### src/hdl/mgp_pkg.sv
// Shared types and codes for the meshlet greedy packer.
package mgp_pkg;

  // Result kinds
  localparam logic [1:0] KIND_VERTEX   = 2'd0;
  localparam logic [1:0] KIND_TRIANGLE = 2'd1;
  localparam logic [1:0] KIND_CLOSE    = 2'd2;
  localparam logic [1:0] KIND_ERROR    = 2'd3;

  // Configuration register indexes
  localparam logic [7:0] REG_VERTEX_LIMIT   = 8'd0;
  localparam logic [7:0] REG_TRIANGLE_LIMIT = 8'd1;
  localparam logic [7:0] REG_VERTEX_TOTAL   = 8'd2;

  // Width used for vertex-limit compares (count + up to three new corners)
  localparam int LIM_W = 9;

  // Control from the sequencer to the vertex table chain
  typedef struct packed {
    logic look;   // register hit flags for the broadcast key
    logic shift;  // push the key into cell 0, every cell takes its neighbor
  } mgp_tbl_ctl_t;

endpackage

### src/hdl/mgp_cell.sv
// One cell of the local vertex table chain.
module mgp_cell import mgp_pkg::*; (
  input  logic         clk,
  input  mgp_tbl_ctl_t ctl,
  input  logic [31:0]  data_in,
  input  logic [31:0]  key,
  input  logic         pos_valid,
  output logic [31:0]  data_out,
  output logic         hit
);

  logic [31:0] entry_r;
  logic        hit_r;

  always_ff @(posedge clk) begin
    if (ctl.shift) begin
      entry_r <= data_in;
    end
    if (ctl.look) begin
      hit_r <= pos_valid & (entry_r == key);
    end
  end

  assign data_out = entry_r;
  assign hit      = hit_r;

endmodule

### src/hdl/mgp_table.sv
// Local vertex table: a shifting chain of cells plus hit position encode.
module mgp_table import mgp_pkg::*; #(
  parameter int MAX_VERTS = 64
) (
  input  logic                           clk,
  input  mgp_tbl_ctl_t                   ctl,
  input  logic [31:0]                    key,
  input  logic [$clog2(MAX_VERTS+1)-1:0] count,
  output logic                           found,
  output logic [$clog2(MAX_VERTS)-1:0]   hit_pos
);

  localparam int CW = $clog2(MAX_VERTS + 1);
  localparam int IW = $clog2(MAX_VERTS);

  logic [31:0]          chain [MAX_VERTS];
  logic [MAX_VERTS-1:0] hits;

  // Cell 0 holds the newest entry; cell p holds entry number count-1-p.
  genvar p;
  generate
    for (p = 0; p < MAX_VERTS; p++) begin : g_cell
      logic [31:0] din;
      if (p == 0) begin : g_head
        assign din = key;
      end else begin : g_body
        assign din = chain[p-1];
      end
      mgp_cell u_cell (
        .clk       (clk),
        .ctl       (ctl),
        .data_in   (din),
        .key       (key),
        .pos_valid (CW'(p) < count),
        .data_out  (chain[p]),
        .hit       (hits[p])
      );
    end
  endgenerate

  // Entries are unique, so at most one hit: OR the positions together.
  always_comb begin
    hit_pos = '0;
    for (int i = 0; i < MAX_VERTS; i++) begin
      if (hits[i]) begin
        hit_pos = hit_pos | IW'(i);
      end
    end
  end

  assign found = |hits;

endmodule

### src/hdl/meshlet_greedy_packer.sv
// Meshlet greedy packer top level: sequencer, counters and output register.
//
//  channel | direction | handshake           | payload
//  --------+-----------+---------------------+-------------------------------------
//  in_     | input     | in_valid / in_ready | three corner indices, materials, end
//  out_    | output    | out_valid/out_ready | kind, vertex, locals, close record
//  cfg_    | input     | cfg_we              | cfg_index, cfg_wdata
//
// An item runs from its accept to the next accept through these steps: the
// idle/accept step, a check step, three lookups to count new corners, a
// decision step, three more lookups to place the corners, then the triangle
// and, with a range end, a close. Each lookup goes through the cell chain as
// a look step (key broadcast, registered hit flags), then position encode.
// An error item ends at its check step. Reset is synchronous and clears all control
// state; table contents need no clearing since only cells below the count
// are valid. A stalled output holds the sequencer at its next emit step.
module meshlet_greedy_packer import mgp_pkg::*; #(
  parameter int MAX_VERTS = 64,
  parameter int MAX_TRIS  = 128
) (
  input  logic        clk,
  input  logic        rst_n,
  input  logic        in_valid,
  output logic        in_ready,
  input  logic [31:0] in_corner0_index,
  input  logic [31:0] in_corner1_index,
  input  logic [31:0] in_corner2_index,
  input  logic [15:0] in_corner0_material,
  input  logic [15:0] in_corner1_material,
  input  logic [15:0] in_corner2_material,
  input  logic        in_range_end,
  output logic        out_valid,
  input  logic        out_ready,
  output logic [1:0]  out_result_kind,
  output logic [31:0] out_global_vertex,
  output logic [7:0]  out_local0,
  output logic [7:0]  out_local1,
  output logic [7:0]  out_local2,
  output logic [31:0] out_meshlet_vertex_offset,
  output logic [7:0]  out_meshlet_vertex_count,
  output logic [31:0] out_meshlet_triangle_offset,
  output logic [7:0]  out_meshlet_triangle_count,
  output logic [15:0] out_meshlet_material,
  output logic        out_last,
  input  logic        cfg_we,
  input  logic [7:0]  cfg_index,
  input  logic [31:0] cfg_wdata
);

  localparam int CW = $clog2(MAX_VERTS + 1);
  localparam int IW = $clog2(MAX_VERTS);

  // Sequencer states
  localparam logic [3:0] S_IDLE  = 4'd0;
  localparam logic [3:0] S_CHK   = 4'd1;
  localparam logic [3:0] S_LOOK  = 4'd2;
  localparam logic [3:0] S_CNT   = 4'd3;
  localparam logic [3:0] S_DEC   = 4'd4;
  localparam logic [3:0] S_PLOOK = 4'd5;
  localparam logic [3:0] S_PLACE = 4'd6;
  localparam logic [3:0] S_TRI   = 4'd7;
  localparam logic [3:0] S_END   = 4'd8;

  // Config
  logic [6:0]  vlimit_r;
  logic [7:0]  tlimit_r;
  logic [31:0] vtotal_r;

  // Control and meshlet state
  logic [3:0]    state_r, state_nxt;
  logic [1:0]    j_r, j_nxt;
  logic [1:0]    add_r, add_nxt;
  logic [CW-1:0] count_r, count_nxt;
  logic [7:0]    tris_r, tris_nxt;
  logic [31:0]   vstart_r, vstart_nxt;
  logic [31:0]   tstart_r, tstart_nxt;
  logic [31:0]   emv_r, emv_nxt;
  logic [31:0]   emt_r, emt_nxt;
  logic [15:0]   omat_r, omat_nxt;
  logic          active_r, active_nxt;
  logic          failed_r, failed_nxt;

  // Item payload
  logic [31:0] c_r [3];
  logic [15:0] m_r [3];
  logic        re_r;
  logic [7:0]  loc_r [3];
  logic [7:0]  loc_nxt [3];

  // Output register
  logic        ov_r, ov_nxt;
  logic [1:0]  okind_r, okind_nxt;
  logic [31:0] ogv_r, ogv_nxt;
  logic [7:0]  ol0_r, ol0_nxt, ol1_r, ol1_nxt, ol2_r, ol2_nxt;
  logic [31:0] ovoff_r, ovoff_nxt, otoff_r, otoff_nxt;
  logic [7:0]  ovcnt_r, ovcnt_nxt, otcnt_r, otcnt_nxt;
  logic [15:0] omatout_r, omatout_nxt;
  logic        olast_r, olast_nxt;

  // Table
  mgp_tbl_ctl_t  tctl;
  logic [31:0]   key;
  logic          found;
  logic [IW-1:0] hit_pos;
  logic [CW-1:0] hit_idx;

  mgp_table #(.MAX_VERTS(MAX_VERTS)) u_table (
    .clk     (clk),
    .ctl     (tctl),
    .key     (key),
    .count   (count_r),
    .found   (found),
    .hit_pos (hit_pos)
  );

  assign key     = c_r[j_r];
  assign hit_idx = count_r - CW'(1) - CW'(hit_pos);

  logic             ofree, accept, bad, need_close;
  logic [LIM_W-1:0] vlim, vsum;
  logic [7:0]       tlim;

  assign ofree  = !ov_r || out_ready;
  assign accept = in_valid && in_ready;
  assign bad    = failed_r || c_r[0] >= vtotal_r || c_r[1] >= vtotal_r ||
                  c_r[2] >= vtotal_r || m_r[1] != m_r[0] || m_r[2] != m_r[0];
  assign vlim   = (LIM_W'(vlimit_r) < LIM_W'(MAX_VERTS)) ? LIM_W'(vlimit_r)
                                                         : LIM_W'(MAX_VERTS);
  assign tlim   = (tlimit_r < 8'(MAX_TRIS)) ? tlimit_r : 8'(MAX_TRIS);
  assign vsum   = LIM_W'(count_r) + LIM_W'(add_r);
  assign need_close = active_r && (m_r[0] != omat_r || vsum > vlim || tris_r >= tlim);

  always_comb begin
    state_nxt   = state_r;
    j_nxt       = j_r;
    add_nxt     = add_r;
    count_nxt   = count_r;
    tris_nxt    = tris_r;
    vstart_nxt  = vstart_r;
    tstart_nxt  = tstart_r;
    emv_nxt     = emv_r;
    emt_nxt     = emt_r;
    omat_nxt    = omat_r;
    active_nxt  = active_r;
    failed_nxt  = failed_r;
    loc_nxt     = loc_r;
    tctl        = '0;
    ov_nxt      = ov_r && !out_ready;
    okind_nxt   = okind_r;
    ogv_nxt     = ogv_r;
    ol0_nxt     = ol0_r;
    ol1_nxt     = ol1_r;
    ol2_nxt     = ol2_r;
    ovoff_nxt   = ovoff_r;
    ovcnt_nxt   = ovcnt_r;
    otoff_nxt   = otoff_r;
    otcnt_nxt   = otcnt_r;
    omatout_nxt = omatout_r;
    olast_nxt   = olast_r;

    case (state_r)
      S_IDLE: begin
        if (accept) begin
          state_nxt = S_CHK;
        end
      end
      S_CHK: begin
        if (bad) begin
          if (ofree) begin
            ov_nxt = 1'b1; okind_nxt = KIND_ERROR; olast_nxt = 1'b1;
            ogv_nxt = '0; ol0_nxt = '0; ol1_nxt = '0; ol2_nxt = '0;
            ovoff_nxt = '0; ovcnt_nxt = '0; otoff_nxt = '0; otcnt_nxt = '0;
            omatout_nxt = '0;
            failed_nxt = 1'b1;
            state_nxt  = S_IDLE;
          end
        end else begin
          j_nxt = 2'd0; add_nxt = 2'd0; state_nxt = S_LOOK;
        end
      end
      S_LOOK: begin
        tctl.look = 1'b1;
        state_nxt = S_CNT;
      end
      S_CNT: begin
        if (!found) begin
          add_nxt = add_r + 2'd1;
        end
        if (j_r == 2'd2) begin
          state_nxt = S_DEC;
        end else begin
          j_nxt = j_r + 2'd1; state_nxt = S_LOOK;
        end
      end
      S_DEC: begin
        if (!need_close || ofree) begin
          if (need_close) begin
            ov_nxt = 1'b1; okind_nxt = KIND_CLOSE; olast_nxt = 1'b0;
            ogv_nxt = '0; ol0_nxt = '0; ol1_nxt = '0; ol2_nxt = '0;
            ovoff_nxt = vstart_r; ovcnt_nxt = 8'(count_r);
            otoff_nxt = tstart_r; otcnt_nxt = tris_r; omatout_nxt = omat_r;
            count_nxt = '0; tris_nxt = '0;
            vstart_nxt = emv_r; tstart_nxt = emt_r;
          end
          if (!active_r || need_close) begin
            omat_nxt = m_r[0];
          end
          active_nxt = 1'b1;
          j_nxt      = 2'd0;
          state_nxt  = S_PLOOK;
        end
      end
      S_PLOOK: begin
        tctl.look = 1'b1;
        state_nxt = S_PLACE;
      end
      S_PLACE: begin
        if (found || count_r >= CW'(MAX_VERTS) || ofree) begin
          if (found) begin
            loc_nxt[j_r] = 8'(hit_idx);
          end else if (count_r < CW'(MAX_VERTS)) begin
            // new corner: push into the chain and emit its vertex entry
            tctl.shift   = 1'b1;
            loc_nxt[j_r] = 8'(count_r);
            count_nxt    = count_r + CW'(1);
            emv_nxt      = emv_r + 32'd1;
            ov_nxt = 1'b1; okind_nxt = KIND_VERTEX; olast_nxt = 1'b0;
            ogv_nxt = c_r[j_r]; ol0_nxt = '0; ol1_nxt = '0; ol2_nxt = '0;
            ovoff_nxt = '0; ovcnt_nxt = '0; otoff_nxt = '0; otcnt_nxt = '0;
            omatout_nxt = '0;
          end else begin
            loc_nxt[j_r] = 8'd0;
          end
          if (j_r == 2'd2) begin
            state_nxt = S_TRI;
          end else begin
            j_nxt = j_r + 2'd1; state_nxt = S_PLOOK;
          end
        end
      end
      S_TRI: begin
        if (ofree) begin
          ov_nxt = 1'b1; okind_nxt = KIND_TRIANGLE; olast_nxt = !re_r;
          ogv_nxt = '0; ol0_nxt = loc_r[0]; ol1_nxt = loc_r[1]; ol2_nxt = loc_r[2];
          ovoff_nxt = '0; ovcnt_nxt = '0; otoff_nxt = '0; otcnt_nxt = '0;
          omatout_nxt = '0;
          emt_nxt  = emt_r + 32'd1;
          tris_nxt = tris_r + 8'd1;
          state_nxt = re_r ? S_END : S_IDLE;
        end
      end
      S_END: begin
        if (ofree) begin
          ov_nxt = 1'b1; okind_nxt = KIND_CLOSE; olast_nxt = 1'b1;
          ogv_nxt = '0; ol0_nxt = '0; ol1_nxt = '0; ol2_nxt = '0;
          ovoff_nxt = vstart_r; ovcnt_nxt = 8'(count_r);
          otoff_nxt = tstart_r; otcnt_nxt = tris_r; omatout_nxt = omat_r;
          count_nxt = '0; tris_nxt = '0;
          vstart_nxt = emv_r; tstart_nxt = emt_r;
          active_nxt = 1'b0;
          state_nxt  = S_IDLE;
        end
      end
      default: begin
        state_nxt = S_IDLE;
      end
    endcase
  end

  // Control state
  always_ff @(posedge clk) begin
    if (!rst_n) begin
      state_r  <= S_IDLE;
      j_r      <= '0;
      add_r    <= '0;
      count_r  <= '0;
      tris_r   <= '0;
      vstart_r <= '0;
      tstart_r <= '0;
      emv_r    <= '0;
      emt_r    <= '0;
      omat_r   <= '0;
      active_r <= 1'b0;
      failed_r <= 1'b0;
      ov_r     <= 1'b0;
      vlimit_r <= 7'd64;
      tlimit_r <= 8'd128;
      vtotal_r <= '0;
    end else begin
      state_r  <= state_nxt;
      j_r      <= j_nxt;
      add_r    <= add_nxt;
      count_r  <= count_nxt;
      tris_r   <= tris_nxt;
      vstart_r <= vstart_nxt;
      tstart_r <= tstart_nxt;
      emv_r    <= emv_nxt;
      emt_r    <= emt_nxt;
      omat_r   <= omat_nxt;
      active_r <= active_nxt;
      failed_r <= failed_nxt;
      ov_r     <= ov_nxt;
      if (cfg_we) begin
        case (cfg_index)
          REG_VERTEX_LIMIT:   vlimit_r <= cfg_wdata[6:0];
          REG_TRIANGLE_LIMIT: tlimit_r <= cfg_wdata[7:0];
          REG_VERTEX_TOTAL:   vtotal_r <= cfg_wdata;
          default: begin
          end
        endcase
      end
    end
  end

  // Payload
  always_ff @(posedge clk) begin
    if (accept) begin
      c_r[0] <= in_corner0_index;
      c_r[1] <= in_corner1_index;
      c_r[2] <= in_corner2_index;
      m_r[0] <= in_corner0_material;
      m_r[1] <= in_corner1_material;
      m_r[2] <= in_corner2_material;
      re_r   <= in_range_end;
    end
    loc_r     <= loc_nxt;
    okind_r   <= okind_nxt;
    ogv_r     <= ogv_nxt;
    ol0_r     <= ol0_nxt;
    ol1_r     <= ol1_nxt;
    ol2_r     <= ol2_nxt;
    ovoff_r   <= ovoff_nxt;
    ovcnt_r   <= ovcnt_nxt;
    otoff_r   <= otoff_nxt;
    otcnt_r   <= otcnt_nxt;
    omatout_r <= omatout_nxt;
    olast_r   <= olast_nxt;
  end

  assign in_ready                    = (state_r == S_IDLE);
  assign out_valid                   = ov_r;
  assign out_result_kind             = okind_r;
  assign out_global_vertex           = ogv_r;
  assign out_local0                  = ol0_r;
  assign out_local1                  = ol1_r;
  assign out_local2                  = ol2_r;
  assign out_meshlet_vertex_offset   = ovoff_r;
  assign out_meshlet_vertex_count    = ovcnt_r;
  assign out_meshlet_triangle_offset = otoff_r;
  assign out_meshlet_triangle_count  = otcnt_r;
  assign out_meshlet_material        = omatout_r;
  assign out_last                    = olast_r;

endmodule
### config.mk
export PLATFORM = sky130hd
export DESIGN_NAME = meshlet_greedy_packer
export DESIGN_NICKNAME = d
export VERILOG_FILES = /design/src/hdl/mgp_pkg.sv /design/src/hdl/mgp_cell.sv /design/src/hdl/mgp_table.sv /design/src/hdl/meshlet_greedy_packer.sv
export SDC_FILE = /design/constraint.sdc
export NUM_CORES = 2
export LEC_CHECK = 0
export BUFFER_PORTS_ARGS = -buffer_cell sky130_fd_sc_hd__buf_2
export CORE_AREA = 2 2 372 651
export DETAILED_ROUTE_END_ITERATION = 6
export DIE_AREA = 0 0 374 653
export PLACE_DENSITY_LB_ADDON = 0.08
export SYNTH_ARGS = -nofsm -noshare
export SYNTH_HDL_FRONTEND = slang
export SYNTH_SLANG_ARGS = --single-unit
### constraint.sdc
create_clock -name clk -period 68.1 [get_ports clk]
set_input_delay 0 -clock clk [delete_from_list [all_inputs] [get_ports clk]]
set_output_delay 0 -clock clk [all_outputs]
set_load 0.02 [all_outputs]
Yosys cells after proc, flatten, opt, wreduce, memory -nomap -nowiden
Memory sizes are Yosys's and may differ from the RTL's. A register that Yosys moved wholly into a read port is not among the register bits.
Cells that the tools add are included.
{"block": "totals", "ff_bits": 2509, "memories": 2, "out_inout_bits": 157, "mem_bits_rw": 144, "input_bits": 190}
{"block": "op_classes", "eq_ne": 95, "mux": 427, "reduce_logical": 50, "n_lt_le_gt_ge": 75, "n_bitwise": 67, "add_sub_neg": 9}
{"name": "c_r", "depth": 3, "word_bits": 32, "rd": 4, "rd_ports_with_merged_regs": 1, "write_ports": 3, "line_no": "meshlet_greedy_packer.sv:84", "source": "logic [31:0] c_r [3];"}
{"name": "m_r", "depth": 3, "word_bits": 16, "rd": 3, "rd_ports_with_merged_regs": 0, "write_ports": 3, "line_no": "meshlet_greedy_packer.sv:85", "source": "logic [15:0] m_r [3];"}
{"cell": "$mux 32", "count": 86}
{"cell": "$eq 32x32->1", "count": 64}
{"cell": "$mux 8", "count": 75}
{"cell": "$pmux 32 s5", "count": 3}
{"cell": "$mux 16", "count": 27}
{"cell": "$lt 6x7->1 const A", "count": 32}
{"cell": "$mux 24", "count": 9}
{"cell": "$pmux 8 s5", "count": 5}
{"cell": "$mux 6", "count": 32}
{"cell": "$mux 7", "count": 22}
{"cell": "$pmux 32 s2", "count": 2}
{"cell": "$lt 5x7->1 const A", "count": 16}
{"cell": "$mux 4", "count": 26}
{"cell": "$ge 32x32->1", "count": 3}
{"cell": "$mux 2", "count": 40}
{"cell": "$mux 5", "count": 16}
{"cell": "$pmux 16 s5", "count": 1}
{"cell": "$mux 1", "count": 66}
{"cell": "$add 32x1->32 const B", "count": 2}
{"cell": "$and 1x1->1", "count": 64}
{"cell": "$reduce_or 64->1", "count": 1}
{"cell": "$lt 4x7->1 const A", "count": 8}
{"cell": "$bwmux 24", "count": 2}
{"cell": "$ne 16x16->1", "count": 3}
{"cell": "55 further kinds", "count": 118}

Logic depth before layout (Yosys ltp)
{"block": "depth", "word_depth": 70, "ltp_mapped": 16, "ltp_nobuf": 14}

Modules after synthesis
A second synthesis with hierarchy kept.
{"block": "hier_totals", "cells_unflattened": 7196, "area_unflattened_um2": 111476.9}
{"mod": "mgp_cell", "area_each_um2": 1346.3, "seq_area_each_um2": 991.0, "cells_per_inst": 77, "instances": 64}
{"mod": "meshlet_greedy_packer", "area_each_um2": 24493.5, "seq_area_each_um2": 14083.5, "cells_per_inst": 2108, "instances": 1}
{"mod": "mgp_table", "area_each_um2": 820.8, "seq_area_each_um2": 0.0, "cells_per_inst": 160, "instances": 1}

Worst setup path before layout
Ideal clock, no wire load.
{"block": "synth_path", "kind": "flip-flop to flip-flop", "start": "reg u_table.g_cell[63].u_cell.hit_r", "end": "reg emv_r[2]", "t_arrival_ns": 60.900, "synth_period_minus_slack_ns": 60.980, "slack_ns": 7.120, "setup_ns": 0.080, "n_path_buf": 3, "stages_incl_launch_ff": 12, "cell_sequence": "edfxtp_1 -> nor4_2 -> nand4_1 -> nor3_2 -> and3b_1 -> buf_2 -> buf_4 -> and3_1 -> clkbuf_1 -> nand2_1 -> xor2_1 -> nor2_1"}
{"block": "synth_via", "elab_chain_cells": 5, "word_cells_on_any_way": 6, "classes_between": "eq/ne (2); reduce/logical (4)"}
{"item": "start: declaration", "line_no": "mgp_cell.sv:13", "source": "logic hit_r;"}
{"item": "start signal: assignment", "line_no": "mgp_cell.sv:20", "source": "hit_r <= pos_valid & (entry_r == key);"}
{"item": "$reduce_or 64->1 *", "line_no": "mgp_table.sv:51", "source": "assign found = |hits;"}
{"item": "$logic_or 1x1->1 (2 in a row)", "line_no": "meshlet_greedy_packer.sv:218", "source": "if (found || count_r >= CW'(MAX_VERTS) || ofree) begin"}
{"item": "$ne 2x2->1 (no source line)"}
{"item": "$reduce_and 4->1 (no source line) *"}
{"item": "end signal: assignment", "line_no": "meshlet_greedy_packer.sv:297", "source": "emv_r <= emv_nxt;"}
{"item": "end: declaration", "line_no": "meshlet_greedy_packer.sv:77", "source": "logic [31:0] emv_r, emv_nxt;"}
Every way passes the cells marked *; elsewhere a longest branch is shown, timed or not.
A chain may end at the register's enable or synchronous reset.

Worst setup path after layout
{"block": "layout_path", "start": "reg u_table.g_cell[53].u_cell.hit_r", "end": "reg u_table.g_cell[11].u_cell.entry_r[18] (enable)"}
{"block": "layout_via", "elab_chain_cells": 7, "word_cells_on_any_way": 9, "classes_between": "mux (6); reduce/logical (3)"}
{"item": "start: declaration", "line_no": "mgp_cell.sv:13"}
{"item": "start signal: assignment", "line_no": "mgp_cell.sv:20"}
{"item": "$reduce_or 64->1 *", "line_no": "mgp_table.sv:51"}
{"item": "$mux 1", "line_no": "meshlet_greedy_packer.sv:219", "source": "if (found) begin"}
{"item": "$mux 1", "line_no": "meshlet_greedy_packer.sv:218"}
{"item": "$mux 1", "line_no": "meshlet_greedy_packer.sv:161", "source": "case (state_r)"}
{"item": "$mux 1 *", "line_no": "meshlet_greedy_packer.sv:218"}
{"item": "$mux 1 * (2 in a row)", "line_no": "meshlet_greedy_packer.sv:161"}
{"item": "end signal: assignment", "line_no": "mgp_cell.sv:17", "source": "entry_r <= data_in;"}
{"item": "end: declaration", "line_no": "mgp_cell.sv:12", "source": "logic [31:0] entry_r;"}
Every way passes the cells marked *; elsewhere a longest branch is shown, timed or not. The select of a mux whose other input is x is not followed.

==> impl_metrics.json <==
{
  "run_status": "complete, but fails checks",
  "failed_checks": "design-rule violations",
  "instances_no_fill": 11600,
  "mappedNetlistNets": 7769,
  "pre_cts_slack_ps": 59170,
  "sort_of_element_at_the_end_of_the_critical_path": "flip-flop",
  "critical_path.reg2reg.endpoint": "u_table.g_cell[11].u_cell.data_out[18]$_DFFE_PP_",
  "min-delay-path-class": "in -> reg",
  "grt_first_pass_wirelength_um": 492000,
  "layout.nets": 8594,
  "drt-pass1-iter-count": 7,
  "floorplan.die.width_um": 374,
  "worstMarginPinSlew_ps": 1220,
  "flops_latches_synth": 2654,
  "syn-instance-count": 7451,
  "yosysSeqAreaShare_pct": 69.3,
  "grt_use_met1_pct": 29.6,
  "grt_start_max_net_pins": 188,
  "grt_util_met3_pct": 3.60,
  "htree_levels": 4,
  "worst_hold_path.endpoint": "vtotal_r[8]$_SDFFE_PN0P_",
  "globalRouteMet2Util_pct": 53.3,
  "synthesis.area_per_instance_sq_um": 15.0,
  "core_sq_mm": 0.239,
  "min_period_over_period_pct": 13.3,
  "reg2reg_depth": 13,
  "ys_warn_count": 0,
  "wire_length_after_detailed_routing_um": 354000,
  "critPathRequiredTime_ps": 68610,
  "grt_remaining_overflow": 0,
  "first_global_vias": 67700,
  "detailedPlacementHpwl_um": 243000,
  "routedWlPerCell_um": 30.5,
  "fraction_of_layout_cells_with_a_size_suffix_above_1_pct": 11.2,
  "buffer_ports.inserted": 345,
  "power_leakage_uw": 0.0409,
  "worstSetupStartpointType": "flip-flop",
  "finalSetupViolCount": 0,
  "finalSetupTns_ps": 0,
  "initial_utilization_pct": 46.8,
  "synth_top_cells_by_area": "sky130_fd_sc_hd__edfxtp_1, sky130_fd_sc_hd__xor2_1, sky130_fd_sc_hd__xnor2_1",
  "worst_setup_hold_path_clk_slew_ps": 70,
  "finalMaxSlewViolations": 0,
  "crit_arrival_ps": 9600,
  "vdd_ir_drop_max_v": 0.0000225,
  "clock_latency_ps": 930,
  "ant_nets": 0,
  "fp-row-count": 238,
  "total_count_of_hold_check_failures_in_the_final_report": 0,
  "dieArea_sq_mm": 0.244,
  "final.setup_skew_ps": 58.1,
  "setup_ws_ps": 59010,
  "regToRegSetupSlack_ps": 59010,
  "maxSlewHeadroom_pct": 17.7,
  "criticalPathCategory": "reg -> reg",
  "synthDistinctLibCells": 70,
  "clk_path_buf_depth": 4,
  "timing.fmax_mhz": 110,
  "top_usage_layer": "met2",
  "count_leader_synth": "sky130_fd_sc_hd__edfxtp_1",
  "whs_path_depth": 4,
  "initial_antenna_violation_count": 21,
  "syn_area_sq_mm": 0.112,
  "cts_tree": "built",
  "drtIter0Drc": 5652,
  "route.vias.total": 65800,
  "number_of_sinks_on_the_clock_net": 2654,
  "synth_edf_count": 2435,
  "io-pin-count": 347,
  "via_per_inst": 5.67,
  "placed_cells": 10700,
  "gp_congestion": 0.926,
  "numCtsBuffers": 242,
  "yosysTopAreaCellShare_pct": 65.4,
  "synth.largest_area_cell": "sky130_fd_sc_hd__edfxtp_1",
  "chipHeight_um": 653,
  "global_route.usage.total_pct": 28.3,
  "worst_r2r_startpoint": "u_table.g_cell[53].u_cell.hit$_DFFE_PP_",
  "hold-worst-slack_ps": 64.7,
  "crit_fanout": 81,
  "synth.top_cells.by_count": "sky130_fd_sc_hd__edfxtp_1, sky130_fd_sc_hd__xor2_1, sky130_fd_sc_hd__xnor2_1",
  "power_per_cell_area_mw_per_mm2": 26.0,
  "cap_violations": 0,
  "drcViolationCount": 2,
  "syn_to_final_growth_pct": 15.9,
  "ys.flop_type": "sky130_fd_sc_hd__edfxtp_1",
  "timing.final.crit_period_ps": 9090,
  "async_flop_share_pct": 0,
  "holdCritStartpoint": "cfg_wdata[8]",
  "buffer_cell_driving_the_clock_tree_root": "sky130_fd_sc_hd__clkbuf_16",
  "grt_setup_unrepaired": "false"
}
final cells by class:
| cell class | count | area [sq um] |
|---|---|---|
| Fill cell | 19400 | 109000 |
| Timing Repair Buffer | 933 | 7310 |
| Clock inverter | 130 | 1430 |
| Antenna cell | 18 | 45.0 |
| Multi-Input combinational cell | 4353 | 32700 |
| Sequential cell | 2654 | 77500 |
| Tap cell | 3120 | 3900 |
| Inverter | 92 | 350 |
| Clock buffer | 309 | 6450 |
cells in the final DEF (no fill, tap or decap), drive strengths merged, types with 7 or more instances in the layout:
master / instances
dlygate4sd3: 421
o21ai: 60
o21a: 10
nand2b: 12
nand4: 426
clkinvlp: 16
a2111oi: 18
xnor2: 722
o211ai: 7
edfxtp: 2435
nor2b: 13
inv: 97
ha: 126
xor2: 1421
nand3: 58
nor3: 60
and2: 38
nor2: 216
nand2: 330
a211oi: 18
bufinv: 29
mux2i: 59
diode: 18
and4: 20
a21oi: 228
a22o: 20
nor4: 285
and3: 113
dfxtp: 219
a21o: 13
clkinv: 80
buf: 512
or3: 13
clkbuf: 309
sequential cells by signal, indices dropped and copies added, names as in the netlist, 48 cells and up, named ones only:
| signal | count |
|---|---|
| m_r | 48 |
| c_r | 96 |
| u_table.g_cell.u_cell.data_out | 2048 |
| u_table.g_cell.u_cell.hit | 64 |
metal layers:
metal | vias to the layer above | routed length (um)
met3 | 840 | 16300
met1 | 33700 | 122000
met2 | 2422 | 190000
met5 | - | 95
met4 | 14 | 25500
li1 | 28800 | -
power by group:
part | leakage [uW] | switching (uW) | internal, uW
logic | 0.0148 | 131 | 68.8
registers | 0.0223 | 7.38 | 1770
clock network | 0.00382 | 620 | 778
total | 0.0409 | 758 | 2610
critical path: stages (launching register included):
cell and delay (ps):
sky130_fd_sc_hd__edfxtp_1 420, sky130_fd_sc_hd__nor4_1 500, sky130_fd_sc_hd__nand4_1 260, sky130_fd_sc_hd__nor3_2 450, sky130_fd_sc_hd__and3b_1 220, sky130_fd_sc_hd__buf_4 230, sky130_fd_sc_hd__and3_4 470, sky130_fd_sc_hd__buf_4 790
sky130_fd_sc_hd__buf_4 860, sky130_fd_sc_hd__buf_4 780, sky130_fd_sc_hd__buf_4 830, sky130_fd_sc_hd__buf_4 920, sky130_fd_sc_hd__buf_4 770, sky130_fd_sc_hd__buf_4 800
how the worst max path moves through the flow:
stage                                                  startpoint                                               end  slack, ps  cells after the start
after floorplan           u_table.g_cell[63].u_cell.hit$_DFFE_PP_                             emv_r[2]$_SDFFE_PN0P_       7120                     11
after global placement    u_table.g_cell[43].u_cell.hit$_DFFE_PP_  u_table.g_cell[10].u_cell.data_out[15]$_DFFE_PP_      59270                     13
after detailed placement  u_table.g_cell[53].u_cell.hit$_DFFE_PP_  u_table.g_cell[10].u_cell.data_out[27]$_DFFE_PP_      59170                     13
after CTS                 u_table.g_cell[53].u_cell.hit$_DFFE_PP_   u_table.g_cell[10].u_cell.data_out[7]$_DFFE_PP_      59110                     13
after global routing      u_table.g_cell[43].u_cell.hit$_DFFE_PP_   u_table.g_cell[9].u_cell.data_out[18]$_DFFE_PP_      58440                     13
final                     u_table.g_cell[53].u_cell.hit$_DFFE_PP_  u_table.g_cell[11].u_cell.data_out[18]$_DFFE_PP_      59010                     13
timing repair:
| action | in CTS | in global routing |
|---|---|---|
| hold buffers | 421 | 0 |
| endpoints found under the setup margin | 0 | 0 |
| resized for setup | 0 | 0 |
| buffers inserted | 0 | 0 |
| endpoints found under the hold margin | 283 | 0 |
stage by stage:
step | total power (uW) | utilization (%) | instance area, sq um
floorplan | 1920 | - | 112000
global placement | 1990 | 49.2 | 118000
detailed placement | 1990 | 49.2 | 118000
CTS | 3390 | 54.2 | 130000
global route | 3460 | 54.2 | 130000
finish | 3370 | 54.3 | 130000
kinds of logic after synthesis:
| family | after synthesis | share of synthesized area, % |
|---|---|---|
| other | 1 | 0.00335 |
| XOR/XNOR | 2143 | 16.8 |
| flip-flops | 2654 | 69.3 |
| AND/OR/NAND/NOR | 1609 | 7.77 |
| multiplexers | 59 | 0.528 |
| AO/OA/AOI/OAI | 413 | 2.27 |
| buffers and inverters | 444 | 1.93 |
| adder cells (fa/ha/maj) | 128 | 1.44 |
No activity file was read; power rests on OpenSTA's default activity.
